==> src/rtl/spwm_pkg.sv <==
// ----------------------------------------------------------------------------
// spwm_pkg
// Shared widths, reset values and codes of the servo PWM sweep generator.
// ----------------------------------------------------------------------------
package spwm_pkg;

  localparam int ANGLE_W = 8;
  localparam int SPAN_W  = 12;
  localparam int TICK_W  = 16;
  localparam int PPS_W   = 8;
  localparam int PROD_W  = ANGLE_W + SPAN_W;

  localparam int DEFAULT_MAX_ANGLE = 180;

  localparam logic [TICK_W-1:0] PERIOD_RST    = 16'd20000;
  localparam logic [TICK_W-1:0] MIN_PULSE_RST = 16'd500;
  localparam logic [SPAN_W-1:0] SPAN_RST      = 12'd1900;
  localparam logic [PPS_W-1:0]  PPS_RST       = 8'd50;

  // Configuration register indexes.
  typedef enum logic [1:0] {
    CFG_PERIOD    = 2'd0,
    CFG_MIN_PULSE = 2'd1,
    CFG_SPAN      = 2'd2,
    CFG_PPS       = 2'd3
  } cfg_idx_t;

  // Input item kinds carried on in_tuser.
  typedef enum logic {
    FUNC_TICK = 1'b0,
    FUNC_MOVE = 1'b1
  } func_t;

endpackage

==> src/rtl/spwm_width.sv <==
// ----------------------------------------------------------------------------
// spwm_width
// High time of one period: min_pulse + angle*span/MAX_ANGLE, saturated at the
// period. The angle*span product arrives registered; the division by the
// constant angle range is an exact reciprocal multiply.
// ----------------------------------------------------------------------------
module spwm_width
  import spwm_pkg::*;
#(
  parameter int MAX_ANGLE = DEFAULT_MAX_ANGLE
) (
  input  logic [PROD_W-1:0] prod,
  input  logic [TICK_W-1:0] min_pulse,
  input  logic [TICK_W-1:0] period,
  output logic [TICK_W-1:0] high_width
);

  // Shift of dividend width plus divisor width gives an exact floor for
  // every dividend below 2**PROD_W.
  localparam int RECIP_SH = PROD_W + ANGLE_W;
  localparam int RECIP_W  = RECIP_SH + 1;
  localparam int MUL_W    = PROD_W + RECIP_W;
  localparam int SUM_W    = PROD_W + 1;
  localparam logic [RECIP_W-1:0] RECIP =
    RECIP_W'(((64'd1 << RECIP_SH) + 64'(MAX_ANGLE) - 64'd1) / 64'(MAX_ANGLE));

  logic [MUL_W-1:0]  mul;
  logic [PROD_W-1:0] quot;
  logic [SUM_W-1:0]  sum;

  always_comb begin
    mul  = MUL_W'(prod) * MUL_W'(RECIP);
    quot = mul[RECIP_SH +: PROD_W];
    sum  = SUM_W'(min_pulse) + SUM_W'(quot);
    if (sum > SUM_W'(period)) begin
      high_width = period;
    end else begin
      high_width = sum[TICK_W-1:0];
    end
  end

endmodule

==> src/rtl/servo_pwm_sweep_generator.sv <==
// ----------------------------------------------------------------------------
// servo_pwm_sweep_generator
// RC servo PWM generator that sweeps one degree at a time from a start angle
// to a target angle, one pin sample per microsecond tick item.
// ----------------------------------------------------------------------------
//  channel  direction  payload
//  in_      slave      tuser: func; tdata: start_angle[7:0], target_angle[15:8]
//  out_     master     tdata: pin_level, angle_now, busy_res, command_rejected
//  cfg_     slave      cfg_index selects the register, cfg_data its value
//
//  One item per cycle unless stalled; each result is registered and shows
//  in the cycle after its item is taken. The output register frees up in
//  the cycle it is read, so in_tready only drops while a result is held by
//  a low out_tready. Reset clears the sweep state and loads the default
//  timing registers. Configuration writes are always accepted.
// ----------------------------------------------------------------------------
module servo_pwm_sweep_generator
  import spwm_pkg::*;
#(
  parameter int MAX_ANGLE = DEFAULT_MAX_ANGLE
) (
  input  logic        clk,
  input  logic        rst_n,
  input  logic        in_tvalid,
  output logic        in_tready,
  input  logic [15:0] in_tdata,   // start_angle[7:0], target_angle[15:8]
  input  logic        in_tuser,   // func[0]
  output logic        out_tvalid,
  input  logic        out_tready,
  output logic [15:0] out_tdata,  // pin_level[0], angle_now[8:1], busy_res[9],
                                  // command_rejected[10], zero fill [15:11]
  input  logic        cfg_valid,
  output logic        cfg_ready,
  input  logic [1:0]  cfg_index,
  input  logic [15:0] cfg_data
);

  localparam logic [ANGLE_W-1:0] ANGLE_MAX = ANGLE_W'(MAX_ANGLE);

  // Configuration.
  logic [TICK_W-1:0] period_r,    period_nxt;
  logic [TICK_W-1:0] min_pulse_r, min_pulse_nxt;
  logic [SPAN_W-1:0] span_r,      span_nxt;
  logic [PPS_W-1:0]  pps_r,       pps_nxt;

  // Sweep state.
  logic [TICK_W-1:0]  tick_r,   tick_nxt;
  logic [PPS_W-1:0]   pcount_r, pcount_nxt;
  logic [ANGLE_W-1:0] angle_r,  angle_nxt;
  logic [ANGLE_W-1:0] goal_r,   goal_nxt;
  logic [PROD_W-1:0]  prod_r,   prod_nxt;
  logic [TICK_W-1:0]  hw_min_r, hw_min_nxt;
  logic [TICK_W-1:0]  hw_per_r, hw_per_nxt;
  logic               moving_r, moving_nxt;

  // Output register.
  logic               out_valid_r, out_valid_nxt;
  logic               pin_r,       pin_nxt;
  logic [ANGLE_W-1:0] shown_r,     shown_nxt;
  logic               reject_r,    reject_nxt;

  logic               in_acc;
  func_t              func;
  logic [ANGLE_W-1:0] start_cl;
  logic [ANGLE_W-1:0] target_cl;
  logic [TICK_W-1:0]  high_width;
  logic [TICK_W:0]    tick_inc;
  logic [PPS_W-1:0]   pcount_inc;
  logic               load_prod;

  assign cfg_ready  = 1'b1;
  assign in_tready  = !out_valid_r || out_tready;
  assign in_acc     = in_tvalid && in_tready;
  assign func       = func_t'(in_tuser);
  assign start_cl   = (in_tdata[7:0] > ANGLE_MAX) ? ANGLE_MAX : in_tdata[7:0];
  assign target_cl  = (in_tdata[15:8] > ANGLE_MAX) ? ANGLE_MAX : in_tdata[15:8];
  assign tick_inc   = (TICK_W+1)'(tick_r) + (TICK_W+1)'(1);
  assign pcount_inc = pcount_r + PPS_W'(1);

  spwm_width #(
    .MAX_ANGLE (MAX_ANGLE)
  ) u_width (
    .prod       (prod_r),
    .min_pulse  (hw_min_r),
    .period     (hw_per_r),
    .high_width (high_width)
  );

  // Configuration decode.
  always_comb begin
    period_nxt    = period_r;
    min_pulse_nxt = min_pulse_r;
    span_nxt      = span_r;
    pps_nxt       = pps_r;
    if (cfg_valid) begin
      unique case (cfg_idx_t'(cfg_index))
        CFG_PERIOD:    period_nxt    = cfg_data;
        CFG_MIN_PULSE: min_pulse_nxt = cfg_data;
        CFG_SPAN:      span_nxt      = cfg_data[SPAN_W-1:0];
        CFG_PPS:       pps_nxt       = cfg_data[PPS_W-1:0];
        default:       period_nxt    = period_r;
      endcase
    end
  end

  // Sweep state and result for one accepted item.
  always_comb begin
    tick_nxt      = tick_r;
    pcount_nxt    = pcount_r;
    angle_nxt     = angle_r;
    goal_nxt      = goal_r;
    moving_nxt    = moving_r;
    load_prod     = 1'b0;
    out_valid_nxt = out_valid_r && !out_tready;
    pin_nxt       = pin_r;
    shown_nxt     = shown_r;
    reject_nxt    = reject_r;

    if (in_acc) begin
      out_valid_nxt = 1'b1;
      pin_nxt       = 1'b0;
      reject_nxt    = 1'b0;
      shown_nxt     = angle_r;
      if (func == FUNC_MOVE) begin
        if (moving_r) begin
          reject_nxt = 1'b1;
        end else begin
          angle_nxt  = start_cl;
          goal_nxt   = target_cl;
          tick_nxt   = '0;
          pcount_nxt = '0;
          moving_nxt = 1'b1;
          load_prod  = 1'b1;
          shown_nxt  = start_cl;
        end
      end else if (moving_r) begin
        pin_nxt = (tick_r < high_width);
        if (tick_inc >= (TICK_W+1)'(period_r)) begin
          tick_nxt   = '0;
          pcount_nxt = pcount_inc;
          if (pcount_inc >= pps_r) begin
            pcount_nxt = '0;
            if (angle_r == goal_r) begin
              moving_nxt = 1'b0;
            end else begin
              load_prod = 1'b1;
              if (angle_r < goal_r) begin
                angle_nxt = angle_r + ANGLE_W'(1);
              end else begin
                angle_nxt = angle_r - ANGLE_W'(1);
              end
            end
          end
        end else begin
          tick_nxt = tick_inc[TICK_W-1:0];
        end
      end
    end

    // The product of the new angle is registered so the width path starts
    // from a flop. The timing registers that shape the width are captured
    // with it, so later writes leave the width alone until the next load.
    if (load_prod) begin
      prod_nxt   = PROD_W'(angle_nxt) * PROD_W'(span_r);
      hw_min_nxt = min_pulse_r;
      hw_per_nxt = period_r;
    end else begin
      prod_nxt   = prod_r;
      hw_min_nxt = hw_min_r;
      hw_per_nxt = hw_per_r;
    end
  end

  always_ff @(posedge clk) begin
    if (!rst_n) begin
      period_r    <= PERIOD_RST;
      min_pulse_r <= MIN_PULSE_RST;
      span_r      <= SPAN_RST;
      pps_r       <= PPS_RST;
      tick_r      <= '0;
      pcount_r    <= '0;
      angle_r     <= '0;
      goal_r      <= '0;
      prod_r      <= '0;
      hw_min_r    <= '0;
      hw_per_r    <= '0;
      moving_r    <= 1'b0;
      out_valid_r <= 1'b0;
    end else begin
      period_r    <= period_nxt;
      min_pulse_r <= min_pulse_nxt;
      span_r      <= span_nxt;
      pps_r       <= pps_nxt;
      tick_r      <= tick_nxt;
      pcount_r    <= pcount_nxt;
      angle_r     <= angle_nxt;
      goal_r      <= goal_nxt;
      prod_r      <= prod_nxt;
      hw_min_r    <= hw_min_nxt;
      hw_per_r    <= hw_per_nxt;
      moving_r    <= moving_nxt;
      out_valid_r <= out_valid_nxt;
    end
  end

  always_ff @(posedge clk) begin
    pin_r    <= pin_nxt;
    shown_r  <= shown_nxt;
    reject_r <= reject_nxt;
  end

  // busy_res reflects the state after the item, which is moving_r once the
  // result is registered; it is captured with the result so a stall holds it.
  logic busy_r, busy_nxt;

  assign busy_nxt = in_acc ? moving_nxt : busy_r;

  always_ff @(posedge clk) begin
    busy_r <= busy_nxt;
  end

  assign out_tvalid = out_valid_r;
  assign out_tdata  = {5'b0, reject_r, busy_r, shown_r, pin_r};

endmodule

==> config.mk <==
export PLATFORM = sky130hd
export DESIGN_NAME = servo_pwm_sweep_generator
export DESIGN_NICKNAME = d
export VERILOG_FILES = /design/src/rtl/spwm_pkg.sv /design/src/rtl/spwm_width.sv /design/src/rtl/servo_pwm_sweep_generator.sv
export SDC_FILE = /design/constraint.sdc
export NUM_CORES = 1
export LEC_CHECK = 0
export BUFFER_PORTS_ARGS = -buffer_cell sky130_fd_sc_hd__buf_2
export CAP_MARGIN = 20
export CORE_UTILIZATION = 50
export DETAILED_ROUTE_END_ITERATION = 8
export GPL_TIMING_DRIVEN = 0
export PLACE_DENSITY = 0.71
export SETUP_SLACK_MARGIN = 0.02
export SYNTH_ARGS = -nofsm -noshare
export SYNTH_HDL_FRONTEND = slang
export SYNTH_SLANG_ARGS = --single-unit
==> constraint.sdc <==
create_clock -name clk -period 30.8 [get_ports clk]
set_clock_uncertainty 0.1 [all_clocks]
set_input_delay 1.54 -clock clk [delete_from_list [all_inputs] [get_ports clk]]
set_output_delay 1.54 -clock clk [all_outputs]
set_load 0.02 [all_outputs]
==> results by group <==
Final layout
  • Layout cell share with drive strength beyond 1: 0.05945
  • Cell Count, Final, Fillers Out: approximately 2.6k
  • Filler cell count: 3264
  • Nets@finish: 2690
  • Area growth, synth to finish: 7.952%

Critical path
  • Data arrival time of the critical path: 13.33 ns
  • R2R setup slack: 17.64 ns
  • Crit Path Max Fanout: 10
  • Type of the worst setup path: reg -> reg
  • CP Launch Type: flop
  • Worst Setup SP: prod_r[17]$_SDFFE_PN0P_
  • Crit path largest cell delay: 0.59 ns
  • Crit end category: flop
  • Worst Setup EP: pin_r$_SDFFCE_PP0P_
  • Reg2reg end: pin_r$_SDFFCE_PP0P_
  • Critical Path RT: ~31 ns
  • RR Startpoint: prod_r[17]$_SDFFE_PN0P_
  • Slowest CP cell: fa_1
  • Most frequent CP cell: ha_1
  • R2R depth: between 40 and 50

Floorplanning
  • Initial core utilization: 0.5093
  • Io pins: 59
  • Die area: around 0.037 mm^2
  • Core ar.: 0.03566 mm^2
  • Die width: between 150 and 200 um
  • Rows: just under 70
  • Height of the die: roughly 190 um

Power
  • Internal power: roughly 650 uW
  • Comb power frac: 0.634
  • Psw: ~540 uW
  • Power Density: 60.98 mW/mm^2
  • Switching share of total power: 0.4530
  • Leakage power: slightly above 0.01 uW
  • Seq pwr share: 0.194
  • Maximum vdd drop: 0.03356 mV
  • Clock Power Share: 0.173

Synth
  • Unique cell type count in the Yosys netlist: 76
  • Largest family of logic cells by synthesized area: adder cells
  • Post-synth EDFFs: 11
  • Post-Synthesis Cells: 2082
  • Synth Area in XOR/XNOR: 0.04148
  • Cell with the most instances after synthesis: ha_1
  • Synthesized area: 0.01816 mm^2
  • Sequential area share after synthesis: 0.1791
  • Syn. warnings: 0
  • Simple-Gate Fraction of Synth Area: 0.1580
  • Post-synth top area cell: ha_1
  • Synth top area share: 0.2219
  • Post-synth ARST share: 0
  • Synth Area in Compound Gates: 0.1211
  • FF+latch count, synth: between 150 and 200
  • Prevailing post-synth register cell: dfxtp_1
  • Mean Syn Cell Area: about 8.7 um^2
  • Synth Area in Adders: 0.4104
  • Synth area leaders: ha_1 22%, fa_1 19%, dfxtp_1 16%
  • Mux contribution to synthesized area: 0.01102
  • Synth cell count leaders: 322 x ha_1, 296 x nand2_1, 287 x inv_1

Timing
  • Worst-margin pin slew: roughly 0.84 ns
  • Fin crit period: approximately 13 ns
  • Setup TNS: 0 ns
  • RSZ-0062 raised after global routing: no
  • Period utilization: 0.4271
  • Final count of hold timing violations: 0
  • Final setup violation count: 0
  • Slew HR: 0.4387
  • Final Max Slew Viols: 0
  • FMAX: ~0.076 GHz

Drt
  • WL/cell: around 17 um
  • Initial DRC count: between 700 and 800
  • Initial DRT Pass Iterations: 7
  • Via count: around 14k
  • Residual DRC: 4
  • Antenna viol nets, final: 0
  • Vias per std cell: 5.480
  • Final wirelength: around 44000 um

Global route
  • Gr ovfl total: 0
  • All-layer global routing usage: 0.2530
  • Vias in the first global route: 14.63k
  • First-pass GRT wire length: 73500 um
  • Antenna violations before repair: 0
  • Largest net degree at the start of global routing: 17

Placed design
  • Inst Count DP: around 2.6k
  • GP Congestion: about 0.96
  • Placed wire-length estimate: about 37000 um
  • Port Buffer Count: roughly 50

Hold path
  • Hold crit path type: reg -> reg

Status
  • Failing checks: design-rule violations
  • Status: complete, but fails checks

Clock tree
  • # Post-CTS Setup Buffers: 0
  • Clk sinks: about 160
  • Clock slew at reported path FFs: ~0.080 ns
  • CTS root buffer: clkbuf_16
  • Resize count post-CTS: 0
  • CTS buffer count: 17
  • Longest Clk Path Bufs: 2
  • Clock Latency Late Sink: around 0.44 ns
  • CTS tree: built
  • H-tree depth: 4
  • CTS Hold Bufs: 0

Run
  • Max cap viols: 0
## state kept, by name, indices dropped and copies added, names as in the netlist, 12 cells and up
register	count
hw_min_r	16
hw_per_r	16
min_pulse_r	16
period_r	16
prod_r	20
span_r	12
tick_r	16
## logic make-up after synthesis
group | count (synthesis)
DFF | 157
and+or+nand+nor | 608
AOI/OAI and AO/OA | 360
muxes | 20
adders and majority gates | 493
other | 2
xor gates and xnor gates | 86
buffers and inverters | 356
## worst min path at each step
stage,startpoint,cells after the start,slack (ns),end
floorplan,period_r[10]$_SDFFE_PN1P_,2,0.33,hw_per_r[10]$_SDFFE_PN0P_
global placement,pps_r[6]$_SDFFE_PN0P_,2,0.34,pps_r[6]$_SDFFE_PN0P_
detailed placement,min_pulse_r[14]$_SDFFE_PN0P_,2,0.35,min_pulse_r[14]$_SDFFE_PN0P_
CTS,min_pulse_r[14]$_SDFFE_PN0P_,2,0.36,min_pulse_r[14]$_SDFFE_PN0P_
global route,min_pulse_r[14]$_SDFFE_PN0P_,2,0.38,min_pulse_r[14]$_SDFFE_PN0P_
finish,min_pulse_r[14]$_SDFFE_PN0P_,2,0.36,min_pulse_r[14]$_SDFFE_PN0P_
## layout by cell type, fill, tap and decap left out, drive strengths merged, types with 51 or more instances in the layout
cell type	n
ha	322
nand2	296
inv	296
fa	171
a21oi	171
dfxtp	146
nor2	84
buf	82
and2	62
clkbuf	59
o21ai	57
nand3	51
## layout make-up
cell class                 instances  area (um^2)  share of cell area
antenna                            1        2.502           0.0001277
buffer                            69        346.6             0.01768
clock buffer                      20        467.9             0.02387
clock inverter                    12        111.4            0.005681
inverter                         287         1077             0.05496
multi-input combinational       1573        13500              0.6885
sequential                       157         3253              0.1660
tap                              461        576.8             0.02942
timing repair buffer              52        270.3             0.01379
## per-layer routing
| layer | track usage | wire, um | vias to the layer above |
|---|---|---|---|
| li1 | - | - | 7072 |
| met1 | 0.3365 | 20380 | 6954 |
| met2 | 0.4265 | 20690 | 342 |
| met3 | 0.03764 | 2206 | 55 |
| met4 | 0.06784 | 1016 | 0 |
| met5 | 0 | 0 | - |
## metrics by stage
stage / cell area [um^2] / power [uW] / utilization / hold slack, ns / setup WS (ns)
2_1_floorplan: 18170 / 806.6 / - / 0.3319 / 19.70
3_3_place_gp: 19010 / 970.3 / 0.5330 / 0.3431 / 17.92
3_5_place_dp: 19020 / 988.4 / 0.5335 / 0.3527 / 17.67
4_1_cts: 19600 / 1205 / 0.5497 / 0.3632 / 17.63
5_1_grt: 19600 / 1327 / 0.5497 / 0.3815 / 16.78
6_report: 19600 / 1195 / 0.5498 / 0.3630 / 17.64
## critical path, delay by kind of cell (launching register included)
family                     cells  cell delay (ns)
AOI/OAI and AO/OA             18             4.10
xor gates and xnor gates       2             0.22
adders and majority gates     11             4.47
buffers and inverters          3             0.48
DFF                            1             0.56
muxes                          1             0.26
and+or+nand+nor               10             2.81
## power groups by stage
stage | Sequential [uW] | Clock, uW | Combinational (uW)
6_report | 231 | 207 | 757
5_1_grt | 233 | 218 | 875
4_1_cts | 231 | 208 | 765
3_5_place_dp | 235 | 0 | 753
3_3_place_gp | 235 | 0 | 735
2_1_floorplan | 230 | 0 | 577
Note: power is estimated with default switching activity, not from simulation.
